--- src/hw/rtl/led_bar_fill_ramp_macros.svh ---
// assertion macros for the led bar fill ramp block
// used by the top level only, no other dependencies
`ifndef LED_BAR_FILL_RAMP_MACROS_SVH
`define LED_BAR_FILL_RAMP_MACROS_SVH

// antecedent implies consequent in the same cycle
`define LBFR_ASSERT_IMP(lbl, clk, rst_n, ante, cons, msg) \
  lbl: assert property (@(posedge clk) disable iff (!rst_n) (ante) |-> (cons)) \
    else $error(msg);

// antecedent implies consequent in the next cycle
`define LBFR_ASSERT_NXT(lbl, clk, rst_n, ante, cons, msg) \
  lbl: assert property (@(posedge clk) disable iff (!rst_n) (ante) |=> (cons)) \
    else $error(msg);

`endif

--- src/hw/rtl/lbfr_pkg.sv ---
// shared types, constants and helper functions for the led bar fill ramp
// no dependencies
package lbfr_pkg;

  localparam int MAX_LEDS_DEF = 64;
  localparam int POS_W        = 13;
  localparam int MBREM_W      = 8 + POS_W;  // max_bright times remainder
  localparam int CFG_IDX_W    = 3;
  localparam int CFG_DATA_W   = 13;

  // command codes
  localparam logic [2:0] CMD_TICK    = 3'd0;
  localparam logic [2:0] CMD_ENABLE  = 3'd1;
  localparam logic [2:0] CMD_TOGGLE  = 3'd2;
  localparam logic [2:0] CMD_SET_COL = 3'd3;
  localparam logic [2:0] CMD_SET_POS = 3'd4;

  // register indexes
  localparam logic [CFG_IDX_W-1:0] CFG_LED_COUNT = 3'd0;
  localparam logic [CFG_IDX_W-1:0] CFG_POS_COUNT = 3'd1;
  localparam logic [CFG_IDX_W-1:0] CFG_STEP      = 3'd2;
  localparam logic [CFG_IDX_W-1:0] CFG_MAX_BR    = 3'd3;
  localparam logic [CFG_IDX_W-1:0] CFG_MIN_BR    = 3'd4;
  localparam logic [CFG_IDX_W-1:0] CFG_REVERSE   = 3'd5;
  localparam logic [CFG_IDX_W-1:0] CFG_OFFSET    = 3'd6;
  localparam logic [CFG_IDX_W-1:0] CFG_PERIODIC  = 3'd7;

  // reset values
  localparam logic [6:0]       RST_LED_COUNT = 7'd24;
  localparam logic [POS_W-1:0] RST_POS_COUNT = 13'd24;
  localparam logic [7:0]       RST_STEP      = 8'd255;
  localparam logic [7:0]       RST_MAX_BR    = 8'd255;
  localparam logic [7:0]       RST_MIN_BR    = 8'd0;

  typedef struct packed {
    logic [7:0] red;
    logic [7:0] green;
    logic [7:0] blue;
  } rgb_t;

  localparam rgb_t RST_TARGET = '{red: 8'd0, green: 8'd0, blue: 8'd255};

  // one colour channel moved toward its target by at most step
  function automatic logic [7:0] move_toward(input logic [7:0] cur, input logic [7:0] tgt,
                                             input logic [7:0] step);
    logic [7:0] res;
    res = tgt;
    if (cur < tgt) begin
      if (tgt - cur > step) res = cur + step;
    end else if (cur > tgt) begin
      if (cur - tgt > step) res = cur - step;
    end
    return res;
  endfunction

  // exact floor(x / 255) for any 16-bit x up to 65279, which holds every 8 by 8 bit product
  function automatic logic [7:0] div255(input logic [15:0] x);
    logic [16:0] s;
    s = {1'b0, x} + 17'(x[15:8]) + 17'd1;
    return s[15:8];
  endfunction

endpackage

--- src/hw/rtl/led_bar_fill_ramp.sv ---
// led bar fill ramp: command decode, fill divider, brightness memory scan and frame output
// depends on lbfr_pkg and led_bar_fill_ramp_macros.svh
//
//  channel | signals                                   | handshake
//  --------+-------------------------------------------+-----------------------------
//  cfg     | cfg_we_i cfg_idx_i cfg_data_i             | write on cfg_we_i, no wait
//  in      | cmd_i enable_on_i new_*_i new_position_i  | in_valid_i / in_ready_o
//  out     | pixel_index_o out_*_o frame_last_o        | out_valid_o / out_ready_i
//
// commands other than tick finish as they are taken; a tick with n leds runs the
// shared restoring divider (DW = 21 for 64 leds) twice, reducing strip_offset
// modulo n between the divisions, then scans n entries of the brightness memory,
// passes the write-back states ST_WB1 and ST_WB2 and, when a frame goes out, takes
// each pixel through memory read, multiply and output transfer, plus output stalls.
// after reset a clearing pass zeroes all MAX_LEDS memory entries; no item is taken then.
module led_bar_fill_ramp
  import lbfr_pkg::*;
#(
  parameter int MAX_LEDS = MAX_LEDS_DEF
) (
  input  logic                  clk_i,
  input  logic                  rst_ni,
  input  logic                  cfg_we_i,
  input  logic [CFG_IDX_W-1:0]  cfg_idx_i,
  input  logic [CFG_DATA_W-1:0] cfg_data_i,
  input  logic                  in_valid_i,
  output logic                  in_ready_o,
  input  logic [2:0]            cmd_i,
  input  logic                  enable_on_i,
  input  logic [7:0]            new_red_i,
  input  logic [7:0]            new_green_i,
  input  logic [7:0]            new_blue_i,
  input  logic signed [13:0]    new_position_i,
  output logic                  out_valid_o,
  input  logic                  out_ready_i,
  output logic [5:0]            pixel_index_o,
  output logic [7:0]            out_red_o,
  output logic [7:0]            out_green_o,
  output logic [7:0]            out_blue_o,
  output logic                  frame_last_o
);

  localparam int NW   = $clog2(MAX_LEDS + 1);
  localparam int AW   = (MAX_LEDS > 1) ? $clog2(MAX_LEDS) : 1;
  localparam int PW   = NW + POS_W;
  localparam int DW   = (PW > MBREM_W) ? PW : MBREM_W;
  localparam int CNTW = $clog2(DW + 1);
  localparam int OW   = (NW > 7) ? NW : 7;

  typedef enum logic [9:0] {
    ST_CLEAR = 10'b0000000001,
    ST_IDLE  = 10'b0000000010,
    ST_DIV1  = 10'b0000000100,
    ST_DIV2  = 10'b0000001000,
    ST_SCAN  = 10'b0000010000,
    ST_WB1   = 10'b0000100000,
    ST_WB2   = 10'b0001000000,
    ST_EMRD  = 10'b0010000000,
    ST_EMMUL = 10'b0100000000,
    ST_EMOUT = 10'b1000000000
  } state_e;

  state_e state_q, state_d;

  // configuration registers
  logic [6:0]       led_count_q, offset_q;
  logic [POS_W-1:0] pos_count_q;
  logic [7:0]       step_q, max_b_q, min_b_q;
  logic             rev_q, periodic_q;

  // block state
  logic             bar_on_q;
  rgb_t             tgt_col_q, cur_col_q;
  logic [POS_W-1:0] fill_q;

  // tick working registers
  logic [NW-1:0]    n_q;
  logic [POS_W-1:0] p_q;
  logic [6:0]       offr_q;
  logic [DW-1:0]    dq_q, k_q;
  logic [POS_W-1:0] rr_q;
  logic [CNTW-1:0]  dcnt_q;
  logic [7:0]       bnd_q;
  logic             col_chg_q;

  // scan pipeline
  logic [NW-1:0]    cnt_q, p_idx_q;
  logic             p_vld_q, prev_mis_q;
  logic             rise_found_q, rise_do_q, fall_found_q, fall_pend_q, fall_blk_q;
  logic [AW-1:0]    rise_idx_q, fall_idx_q;
  logic [7:0]       rise_val_q, fall_val_q;

  // emit
  logic [NW-1:0]    o_q, i_q, clr_q;
  logic [15:0]      pr_r_q, pr_g_q, pr_b_q;

  // brightness memory
  logic [7:0]       lb_mem [MAX_LEDS];
  logic [7:0]       rd_q;
  logic             mem_we;
  logic [AW-1:0]    mem_waddr, mem_raddr;
  logic [7:0]       mem_wdata;

  logic in_xfer, out_xfer;
  assign in_xfer  = in_valid_i && in_ready_o;
  assign out_xfer = out_valid_o && out_ready_i;
  assign in_ready_o  = (state_q == ST_IDLE);
  assign out_valid_o = (state_q == ST_EMOUT);

  // divider step
  logic [POS_W:0] dv_t, dv_sub;
  logic           dv_ge;
  assign dv_t   = {rr_q, dq_q[DW-1]};
  assign dv_ge  = dv_t >= {1'b0, p_q};
  assign dv_sub = dv_t - {1'b0, p_q};

  // with no leds there is nothing to rotate
  logic off_big;
  assign off_big = (n_q != '0) && (OW'(offr_q) >= OW'(n_q));

  // scan element: target brightness and ramp candidates
  logic [7:0] s_d, s_t, s_rval, s_fval, s_post;
  logic       s_rise, s_fall, s_first, s_allow;
  always_comb begin
    s_d = rd_q;
    if (!bar_on_q) s_t = min_b_q;
    else if (DW'(p_idx_q) < k_q) s_t = max_b_q;
    else if (DW'(p_idx_q) == k_q && p_idx_q != '0) s_t = bnd_q;
    else s_t = min_b_q;
    s_rise  = s_t > s_d;
    s_fall  = s_t < s_d;
    s_first = p_vld_q && s_rise && !rise_found_q;
    s_allow = !((p_idx_q != '0) && prev_mis_q);
    s_rval  = (s_t - s_d < step_q) ? s_t : s_d + step_q;
    s_fval  = (s_d - s_t < step_q) ? s_t : s_d - step_q;
    s_post  = (s_first && s_allow) ? s_rval : s_d;
  end

  logic frame_go;
  assign frame_go = col_chg_q || rise_found_q || fall_found_q || periodic_q;

  // next state
  always_comb begin
    state_d = state_q;
    unique case (state_q)
      ST_CLEAR: if (clr_q == NW'(MAX_LEDS - 1)) state_d = ST_IDLE;
      ST_IDLE:  if (in_xfer && cmd_i == CMD_TICK) state_d = ST_DIV1;
      ST_DIV1:  if (dcnt_q == '0 && !off_big) state_d = ST_DIV2;
      ST_DIV2:  if (dcnt_q == '0) state_d = (n_q == '0) ? ST_IDLE : ST_SCAN;
      ST_SCAN:  if (cnt_q == n_q && !p_vld_q) state_d = ST_WB1;
      ST_WB1:   state_d = ST_WB2;
      ST_WB2:   state_d = frame_go ? ST_EMRD : ST_IDLE;
      ST_EMRD:  state_d = ST_EMMUL;
      ST_EMMUL: state_d = ST_EMOUT;
      ST_EMOUT: if (out_ready_i) state_d = (o_q == n_q - NW'(1)) ? ST_IDLE : ST_EMRD;
      default:  state_d = ST_IDLE;
    endcase
  end

  // memory port control
  always_comb begin
    mem_we    = 1'b0;
    mem_waddr = clr_q[AW-1:0];
    mem_wdata = '0;
    mem_raddr = (state_q == ST_SCAN) ? cnt_q[AW-1:0] : i_q[AW-1:0];
    priority case (1'b1)
      state_q == ST_CLEAR: mem_we = 1'b1;
      state_q == ST_WB1: begin
        mem_we    = rise_do_q;
        mem_waddr = rise_idx_q;
        mem_wdata = rise_val_q;
      end
      state_q == ST_WB2: begin
        mem_we    = fall_found_q && !fall_blk_q;
        mem_waddr = fall_idx_q;
        mem_wdata = fall_val_q;
      end
      default: mem_we = 1'b0;
    endcase
  end

  always_ff @(posedge clk_i) begin
    if (mem_we) lb_mem[mem_waddr] <= mem_wdata;
    rd_q <= lb_mem[mem_raddr];
  end

  // emit multiply, registered before the divide by 255
  always_ff @(posedge clk_i) begin
    if (state_q == ST_EMMUL) begin
      pr_r_q <= cur_col_q.red * rd_q;
      pr_g_q <= cur_col_q.green * rd_q;
      pr_b_q <= cur_col_q.blue * rd_q;
    end
  end

  assign out_red_o     = div255(pr_r_q);
  assign out_green_o   = div255(pr_g_q);
  assign out_blue_o    = div255(pr_b_q);
  assign pixel_index_o = 6'(o_q);
  assign frame_last_o  = (o_q == n_q - NW'(1));

  always_ff @(posedge clk_i or negedge rst_ni) begin
    if (!rst_ni) begin
      state_q      <= ST_CLEAR;
      led_count_q  <= RST_LED_COUNT;
      pos_count_q  <= RST_POS_COUNT;
      step_q       <= RST_STEP;
      max_b_q      <= RST_MAX_BR;
      min_b_q      <= RST_MIN_BR;
      rev_q        <= 1'b0;
      offset_q     <= '0;
      periodic_q   <= 1'b0;
      bar_on_q     <= 1'b0;
      tgt_col_q    <= RST_TARGET;
      cur_col_q    <= '0;
      fill_q       <= '0;
      n_q          <= '0;
      p_q          <= '0;
      offr_q       <= '0;
      dq_q         <= '0;
      k_q          <= '0;
      rr_q         <= '0;
      dcnt_q       <= '0;
      bnd_q        <= '0;
      col_chg_q    <= 1'b0;
      cnt_q        <= '0;
      p_idx_q      <= '0;
      p_vld_q      <= 1'b0;
      prev_mis_q   <= 1'b0;
      rise_found_q <= 1'b0;
      rise_do_q    <= 1'b0;
      fall_found_q <= 1'b0;
      fall_pend_q  <= 1'b0;
      fall_blk_q   <= 1'b0;
      rise_idx_q   <= '0;
      fall_idx_q   <= '0;
      rise_val_q   <= '0;
      fall_val_q   <= '0;
      o_q          <= '0;
      i_q          <= '0;
      clr_q        <= '0;
    end else begin
      state_q <= state_d;

      if (cfg_we_i) begin
        unique case (cfg_idx_i)
          CFG_LED_COUNT: led_count_q <= cfg_data_i[6:0];
          CFG_POS_COUNT: pos_count_q <= cfg_data_i[POS_W-1:0];
          CFG_STEP:      step_q      <= cfg_data_i[7:0];
          CFG_MAX_BR:    max_b_q     <= cfg_data_i[7:0];
          CFG_MIN_BR:    min_b_q     <= cfg_data_i[7:0];
          CFG_REVERSE:   rev_q       <= cfg_data_i[0];
          CFG_OFFSET:    offset_q    <= cfg_data_i[6:0];
          CFG_PERIODIC:  periodic_q  <= cfg_data_i[0];
          default:       periodic_q  <= periodic_q;
        endcase
      end

      unique case (state_q)
        ST_CLEAR: clr_q <= clr_q + NW'(1);

        ST_IDLE: begin
          if (in_xfer) begin
            unique case (cmd_i)
              CMD_TICK: begin
                col_chg_q <= (cur_col_q != tgt_col_q);
                cur_col_q <= '{red:   move_toward(cur_col_q.red, tgt_col_q.red, step_q),
                               green: move_toward(cur_col_q.green, tgt_col_q.green, step_q),
                               blue:  move_toward(cur_col_q.blue, tgt_col_q.blue, step_q)};
                if (int'(led_count_q) > MAX_LEDS) begin
                  n_q  <= NW'(MAX_LEDS);
                  dq_q <= DW'(NW'(MAX_LEDS)) * DW'(fill_q);
                end else begin
                  n_q  <= NW'(led_count_q);
                  dq_q <= DW'(led_count_q) * DW'(fill_q);
                end
                p_q          <= (pos_count_q == '0) ? POS_W'(1) : pos_count_q;
                offr_q       <= offset_q;
                rr_q         <= '0;
                dcnt_q       <= CNTW'(DW);
                cnt_q        <= '0;
                p_vld_q      <= 1'b0;
                prev_mis_q   <= 1'b0;
                rise_found_q <= 1'b0;
                rise_do_q    <= 1'b0;
                fall_found_q <= 1'b0;
                fall_pend_q  <= 1'b0;
                fall_blk_q   <= 1'b0;
              end
              CMD_ENABLE:  bar_on_q  <= enable_on_i;
              CMD_TOGGLE:  bar_on_q  <= !bar_on_q;
              CMD_SET_COL: tgt_col_q <= '{red: new_red_i, green: new_green_i,
                                          blue: new_blue_i};
              CMD_SET_POS: begin
                if (new_position_i[13]) fill_q <= '0;
                else if (new_position_i[POS_W-1:0] > pos_count_q) fill_q <= pos_count_q;
                else fill_q <= new_position_i[POS_W-1:0];
              end
              default: bar_on_q <= bar_on_q;
            endcase
          end
        end

        ST_DIV1: begin
          if (dcnt_q != '0) begin
            rr_q   <= dv_ge ? dv_sub[POS_W-1:0] : dv_t[POS_W-1:0];
            dq_q   <= {dq_q[DW-2:0], dv_ge};
            dcnt_q <= dcnt_q - CNTW'(1);
          end else if (!off_big) begin
            // k is the quotient, now divide max_bright * rem by p
            k_q    <= dq_q;
            dq_q   <= DW'(max_b_q) * DW'(rr_q);
            rr_q   <= '0;
            dcnt_q <= CNTW'(DW);
          end
          if (off_big) offr_q <= 7'(OW'(offr_q) - OW'(n_q));
        end

        ST_DIV2: begin
          if (dcnt_q != '0) begin
            rr_q   <= dv_ge ? dv_sub[POS_W-1:0] : dv_t[POS_W-1:0];
            dq_q   <= {dq_q[DW-2:0], dv_ge};
            dcnt_q <= dcnt_q - CNTW'(1);
          end else begin
            bnd_q <= (dq_q[7:0] < min_b_q) ? min_b_q : dq_q[7:0];
          end
        end

        ST_SCAN: begin
          if (cnt_q != n_q) begin
            cnt_q   <= cnt_q + NW'(1);
            p_idx_q <= cnt_q;
            p_vld_q <= 1'b1;
          end else begin
            p_vld_q <= 1'b0;
          end
          if (p_vld_q) begin
            prev_mis_q <= (s_d != s_t);
            if (s_first) begin
              rise_found_q <= 1'b1;
              rise_do_q    <= s_allow;
              rise_idx_q   <= p_idx_q[AW-1:0];
              rise_val_q   <= s_rval;
            end
            // the fall is blocked if its upper neighbour is off target after the rise
            if (s_fall) begin
              fall_found_q <= 1'b1;
              fall_idx_q   <= p_idx_q[AW-1:0];
              fall_val_q   <= s_fval;
              fall_pend_q  <= 1'b1;
              fall_blk_q   <= 1'b0;
            end else begin
              fall_pend_q <= 1'b0;
              if (fall_pend_q) fall_blk_q <= (s_post != s_t);
            end
          end
        end

        ST_WB2: begin
          o_q <= '0;
          if (rev_q) i_q <= (offr_q == '0) ? n_q - NW'(1) : NW'(offr_q) - NW'(1);
          else       i_q <= (offr_q == '0) ? '0 : n_q - NW'(offr_q);
        end

        ST_EMOUT: begin
          if (out_xfer) begin
            o_q <= o_q + NW'(1);
            if (rev_q) i_q <= (i_q == '0) ? n_q - NW'(1) : i_q - NW'(1);
            else       i_q <= (i_q == n_q - NW'(1)) ? '0 : i_q + NW'(1);
          end
        end

        default: clr_q <= clr_q;
      endcase
    end
  end

  `include "led_bar_fill_ramp_macros.svh"

  `LBFR_ASSERT_IMP(a_no_input_during_frame, clk_i, rst_ni, out_valid_o, !in_ready_o, "input taken during frame")
  `LBFR_ASSERT_NXT(a_idle_after_last, clk_i, rst_ni, out_xfer && frame_last_o, in_ready_o, "not idle after last pixel")
  `LBFR_ASSERT_IMP(a_ramp_idx_differ, clk_i, rst_ni, state_q == ST_WB1 && rise_do_q && fall_found_q, rise_idx_q != fall_idx_q, "rise and fall hit same led")

endmodule
--- config.mk ---
export PLATFORM = sky130hd
export DESIGN_NAME = led_bar_fill_ramp
export DESIGN_NICKNAME = d
export VERILOG_FILES = /design/src/hw/rtl/lbfr_pkg.sv /design/src/hw/rtl/led_bar_fill_ramp.sv
export VERILOG_INCLUDE_DIRS = /design/src /design/src/hw/rtl
export SDC_FILE = /design/constraint.sdc
export NUM_CORES = 2
export LEC_CHECK = 0
export BUFFER_PORTS_ARGS = -buffer_cell sky130_fd_sc_hd__buf_2
export CAP_MARGIN = 5
export CORE_AREA = 5 5 318 320
export CTS_CLUSTER_SIZE = 24
export DETAILED_ROUTE_END_ITERATION = 6
export DIE_AREA = 0 0 323 325
export HOLD_SLACK_MARGIN = 0.12
export PLACE_DENSITY = 0.75
export REMOVE_ABC_BUFFERS = 1
export SLEW_MARGIN = 30
export SYNTH_ARGS = -nofsm -noshare
export SYNTH_HDL_FRONTEND = slang
export SYNTH_SLANG_ARGS = --single-unit
--- constraint.sdc ---
create_clock -name clk_i -period 12.64 [get_ports clk_i]
set_clock_uncertainty 0.05 [all_clocks]
set_input_delay 1.264 -clock clk_i [delete_from_list [all_inputs] [get_ports clk_i]]
set_output_delay 1.264 -clock clk_i [all_outputs]
set_load 0.02 [all_outputs]
==> impl_metrics.prom <==
# TYPE chip_impl_metric gauge
chip_impl_info{name="outcome",value="finished clean"} 1
chip_impl_metric{name="grt_pass1_wl",unit="mm"} 230.5
chip_impl_metric{name="finalHoldViolCount",unit=""} 0
chip_impl_metric{name="post_route_fraction_of_the_period_consumed_by_the_critical_path",unit=""} 0.4699
chip_impl_info{name="clock_tree_from_tritoncts",value="done"} 1
chip_impl_info{name="path_cells",value="ha_1 -> a21oi_1 -> a21boi_0 -> o221a_2 -> a21boi_1 -> nor2_1 -> a21oi_1 -> ha_1 -> o21ai_0 -> nand2b_1 -> a21o_1 -> a21oi_1 -> xnor2_1 -> ha_1 -> and3_1 -> a21oi_1 -> o21ai_0 -> o41a_1 -> and2_1 -> a22o_1 -> mux2i_1 -> nand4_1 -> o31a_1"} 1
chip_impl_metric{name="place.detailed.hpwl",unit="mm"} 101.7
chip_impl_info{name="gr-max-usage-layer",value="met2"} 1
chip_impl_metric{name="cts_made_buffers",unit=""} 91
chip_impl_info{name="crit_family",value="compound AO/OA/AOI/OAI gates"} 1
chip_impl_metric{name="cts_sinks",unit=""} 859
chip_impl_metric{name="finalSetupViolations",unit=""} 0
chip_impl_metric{name="global_route.usage.met2",unit=""} 0.4447
chip_impl_metric{name="ctsHoldBuffers",unit=""} 0
chip_impl_metric{name="die_outline_area",unit="sq um"} 105000
chip_impl_metric{name="worst-r2r-cell-count",unit=""} 23
chip_impl_metric{name="grt_start_max_net_pins",unit=""} 93
chip_impl_metric{name="drv_cap",unit=""} 0
chip_impl_metric{name="fin_worst_hold_slack",unit="ps"} 424.1
chip_impl_metric{name="via_count_of_the_first_global_routing_pass",unit=""} 40710
chip_impl_metric{name="worst_hold_path.num_cells",unit=""} 1
chip_impl_info{name="cp-end-kind",value="flop"} 1
chip_impl_metric{name="slowest_delay",unit="ps"} 560
chip_impl_metric{name="crit_fanout",unit=""} 12
chip_impl_metric{name="cp.buffers_inverters",unit=""} 0
chip_impl_metric{name="core_area",unit="sq um"} 97840
chip_impl_metric{name="clk_lat_worst_skew",unit="ps"} 700
chip_impl_metric{name="gr_layer_usage_met1",unit=""} 0.3895
chip_impl_metric{name="yosys_register_bits",unit=""} 859
chip_impl_metric{name="drt-vias-per-instance",unit=""} 6.136
chip_impl_metric{name="die_height",unit="microns"} 325
chip_impl_metric{name="detail_route.iter0.violations",unit=""} 3933
chip_impl_metric{name="globalRoute.totalOverflow",unit=""} 0
chip_impl_metric{name="final_antenna_net_count",unit=""} 0
chip_impl_info{name="worst_hold_startpoint",value="clr_q[6]"} 1
chip_impl_info{name="slowest_stage",value="sky130_fd_sc_hd__o41a_1"} 1
chip_impl_info{name="synth_top_flop_cell",value="sky130_fd_sc_hd__edfxtp_1"} 1
chip_impl_metric{name="detailedRoute.firstPassIterationCount",unit=""} 7
chip_impl_metric{name="max_freq",unit="MHz"} 168.4
chip_impl_metric{name="boundary_pin_count",unit=""} 96
chip_impl_metric{name="synth.lib_cells_used.distinct",unit=""} 91
chip_impl_metric{name="initial_utilization",unit=""} 0.5857
chip_impl_metric{name="antenna_found_initial",unit=""} 4
chip_impl_metric{name="finalWeightedCongestion",unit=""} 0.9263
chip_impl_metric{name="crit_required",unit="ps"} 13160
chip_impl_info{name="hold-path-endpoint",value="clr_q[6]"} 1
chip_impl_metric{name="final_layout_size_suffix_gt1_frac",unit=""} 0.1108
chip_impl_metric{name="setup_tns",unit="ps"} 0
chip_impl_info{name="worstReg2RegStart",value="p_idx_q[3]"} 1
chip_impl_metric{name="clock_period_minus_final_worst_setup_slack",unit="ps"} 5939
chip_impl_info{name="worst_hold_path_type",value="reg -> reg"} 1
chip_impl_metric{name="post_synthesis_area_per_instance",unit="sq um"} 11.09
chip_impl_metric{name="slew-limit-headroom",unit=""} 0.3635
chip_impl_info{name="worst_setup_path_start_kind",value="flop"} 1
chip_impl_info{name="timing_startpoint_of_the_critical_path",value="p_idx_q[3]"} 1
chip_impl_metric{name="globalRouteTotalUtil",unit=""} 0.2792
chip_impl_metric{name="timing_worst_slew_pin_value",unit="ps"} 948.8
chip_impl_metric{name="final_max_slew_viol_count",unit=""} 0
chip_impl_metric{name="routed-via-count",unit=""} 40250
chip_impl_metric{name="rows",unit=""} 115
chip_impl_info{name="path_class",value="reg -> reg"} 1
chip_impl_metric{name="clk_pin_slew_worst_paths",unit="ps"} 60
chip_impl_metric{name="layout-area-overhead-vs-synth",unit="%"} 8.570
chip_impl_metric{name="fp.dieW",unit="microns"} 323
chip_impl_metric{name="drt-wirelength-per-cell",unit="microns"} 22.26
chip_impl_metric{name="worst_ep_arrival_time",unit="ps"} 6460
chip_impl_metric{name="drc",unit=""} 0
chip_impl_info{name="grt_setup_unrepaired",value="false"} 1
chip_impl_metric{name="clk_path_buf_depth",unit=""} 3
chip_impl_metric{name="fin_nets",unit=""} 6012
chip_impl_metric{name="cts.repair.resized",unit=""} 0
chip_impl_metric{name="synthesis.yosys.warnings",unit=""} 0
chip_impl_metric{name="worst-r2r-setup-slack",unit="ps"} 6700
chip_impl_info{name="crit_top_cell",value="sky130_fd_sc_hd__a21oi_1"} 1
chip_impl_metric{name="drt-total-wl",unit="mm"} 146.0
chip_impl_metric{name="netlist_instances",unit=""} 5167
chip_impl_info{name="r2r_end",value="fall_blk_q"} 1
chip_impl_metric{name="cts_htree_levels",unit=""} 3
chip_impl_metric{name="part_of_the_yosys_area_used_for_sequential_elements",unit=""} 0.4240
chip_impl_metric{name="synth_async_sr_flop_share",unit=""} 0.3388
chip_impl_metric{name="post_synth_edffs",unit=""} 560
chip_impl_metric{name="cts_post_setup_buffers_inserted",unit=""} 0
chip_impl_metric{name="place.port_buffers",unit=""} 95
chip_impl_metric{name="grt_util_met3",unit=""} 0.04473
chip_impl_metric{name="mappedNetlistArea",unit="sq um"} 57300
chip_impl_info{name="clock_tree.root_cell",value="sky130_fd_sc_hd__clkbuf_16"} 1
## worst register-to-register path, delay by kind of cell (launching register included)
| kind | cells | cell delay (ps) |
|---|---|---|
| flops | 1 | 420 |
| fa+ha+maj | 3 | 1010 |
| compound gates | 13 | 3250 |
| xor+xnor | 1 | 140 |
| mux | 1 | 150 |
| simple gates | 5 | 840 |
## registers in the layout (all words and copies together) (netlist names), 16 cells and up
| name | flops |
|---|---|
| lb_mem | 512 |
| pr_r_q | 16 |
| tgt_col_q | 24 |
| k_q | 21 |
| cur_col_q | 24 |
| dq_q | 21 |
| pr_b_q | 16 |
| pr_g_q | 16 |
## metrics by stage
step	util	setup WS, ps	area, sq um	std cells
after floorplan	-	1083	56420	4956
after global placement	0.6023	6770	58930	6384
after detailed placement	0.6026	6786	58960	6384
after CTS	0.6356	6793	62190	6556
after global routing	0.6359	6231	62210	6559
final	0.6359	6701	62210	6559
## routing by layer
metal,up-vias,part of all wire
met5,-,0
met4,0,0.043
met3,339,0.082
met2,1701,0.47
met1,19990,0.41
li1,18210,-
## cells in the final DEF (no fill, tap or decap), drive strengths merged, types with 112 or more instances in the layout
cell      n
o21ai   208
xnor2   159
fa      280
dfrtp   262
buf     142
mux4    112
inv     510
ha      478
edfxtp  560
nor2    379
nand2   552
a21oi   220
## synthesized netlist by cell type, drive strengths merged (13+ instances only)
library cell | instances | area, sq um
a221oi | 18 | 157.7
o21bai | 40 | 300.3
o21a | 44 | 330.3
a31oi | 24 | 150.1
mux4 | 112 | 2522
o2111ai | 22 | 192.7
or3 | 14 | 87.58
clkbuf | 148 | 556.8
a21o | 83 | 623.1
xor2 | 80 | 700.7
edfxtp | 560 | 16820
a211oi | 13 | 97.59
ha | 478 | 5981
mux2 | 97 | 1096
o21ai | 208 | 1041
a21oi | 220 | 1101
and2 | 92 | 575.6
o211ai | 13 | 97.59
nand3 | 99 | 495.5
inv | 506 | 1899
nand2b | 26 | 162.7
nor2b | 48 | 300.3
nand2 | 552 | 2072
a22o | 19 | 166.4
and3 | 17 | 106.4
nand4 | 60 | 381.6
nor3 | 70 | 370.4
a22oi | 52 | 390.4
o31ai | 25 | 192.7
dfstp | 29 | 762.0
nor4 | 15 | 115.1
fa | 280 | 5605
o22ai | 32 | 200.2
buf | 63 | 327.8
dfrtp | 262 | 6556
mux2i | 62 | 624.4
xnor2 | 159 | 1393
nor2 | 379 | 1428
## area by class of cell
type                            count  area, sq um
Antenna cell                        2        5.005
Clock inverter                     69        863.3
Timing Repair Buffer              142        850.8
Fill cell                        7540        35630
Sequential cell                   859        24290
Clock buffer                      103         2362
Multi-Input combinational cell   3580        30290
Tap cell                         1287         1610
Inverter                          517         1943
## kinds of logic (layout without fill, tap and decap cells)
group                    count (synthesis)  after routing  synth area share
flip-flops                             859            859            0.4240
AND/OR/NAND/NOR                       1412           1412            0.1118
multiplexers                           271            271           0.07404
other                                    0              2                 0
AO/OA/AOI/OAI                          900            900            0.1022
buffers and inverters                  728            831           0.04930
XOR/XNOR                               239            239           0.03653
adder cells (fa/ha/maj)                758            758            0.2022
## how the worst max path moves through the flow
stage / end / cells after the start
final: fall_blk_q / 23
after global routing: fall_blk_q / 22
after CTS: fall_blk_q / 23
after detailed placement: fall_blk_q / 23
after global placement: fall_blk_q / 23
after floorplan: rd_q[6] / 7
Power is left out: the tool's default activity adds up to more than one toggle a clock period on the data nets, which glitch-free logic cannot reach.
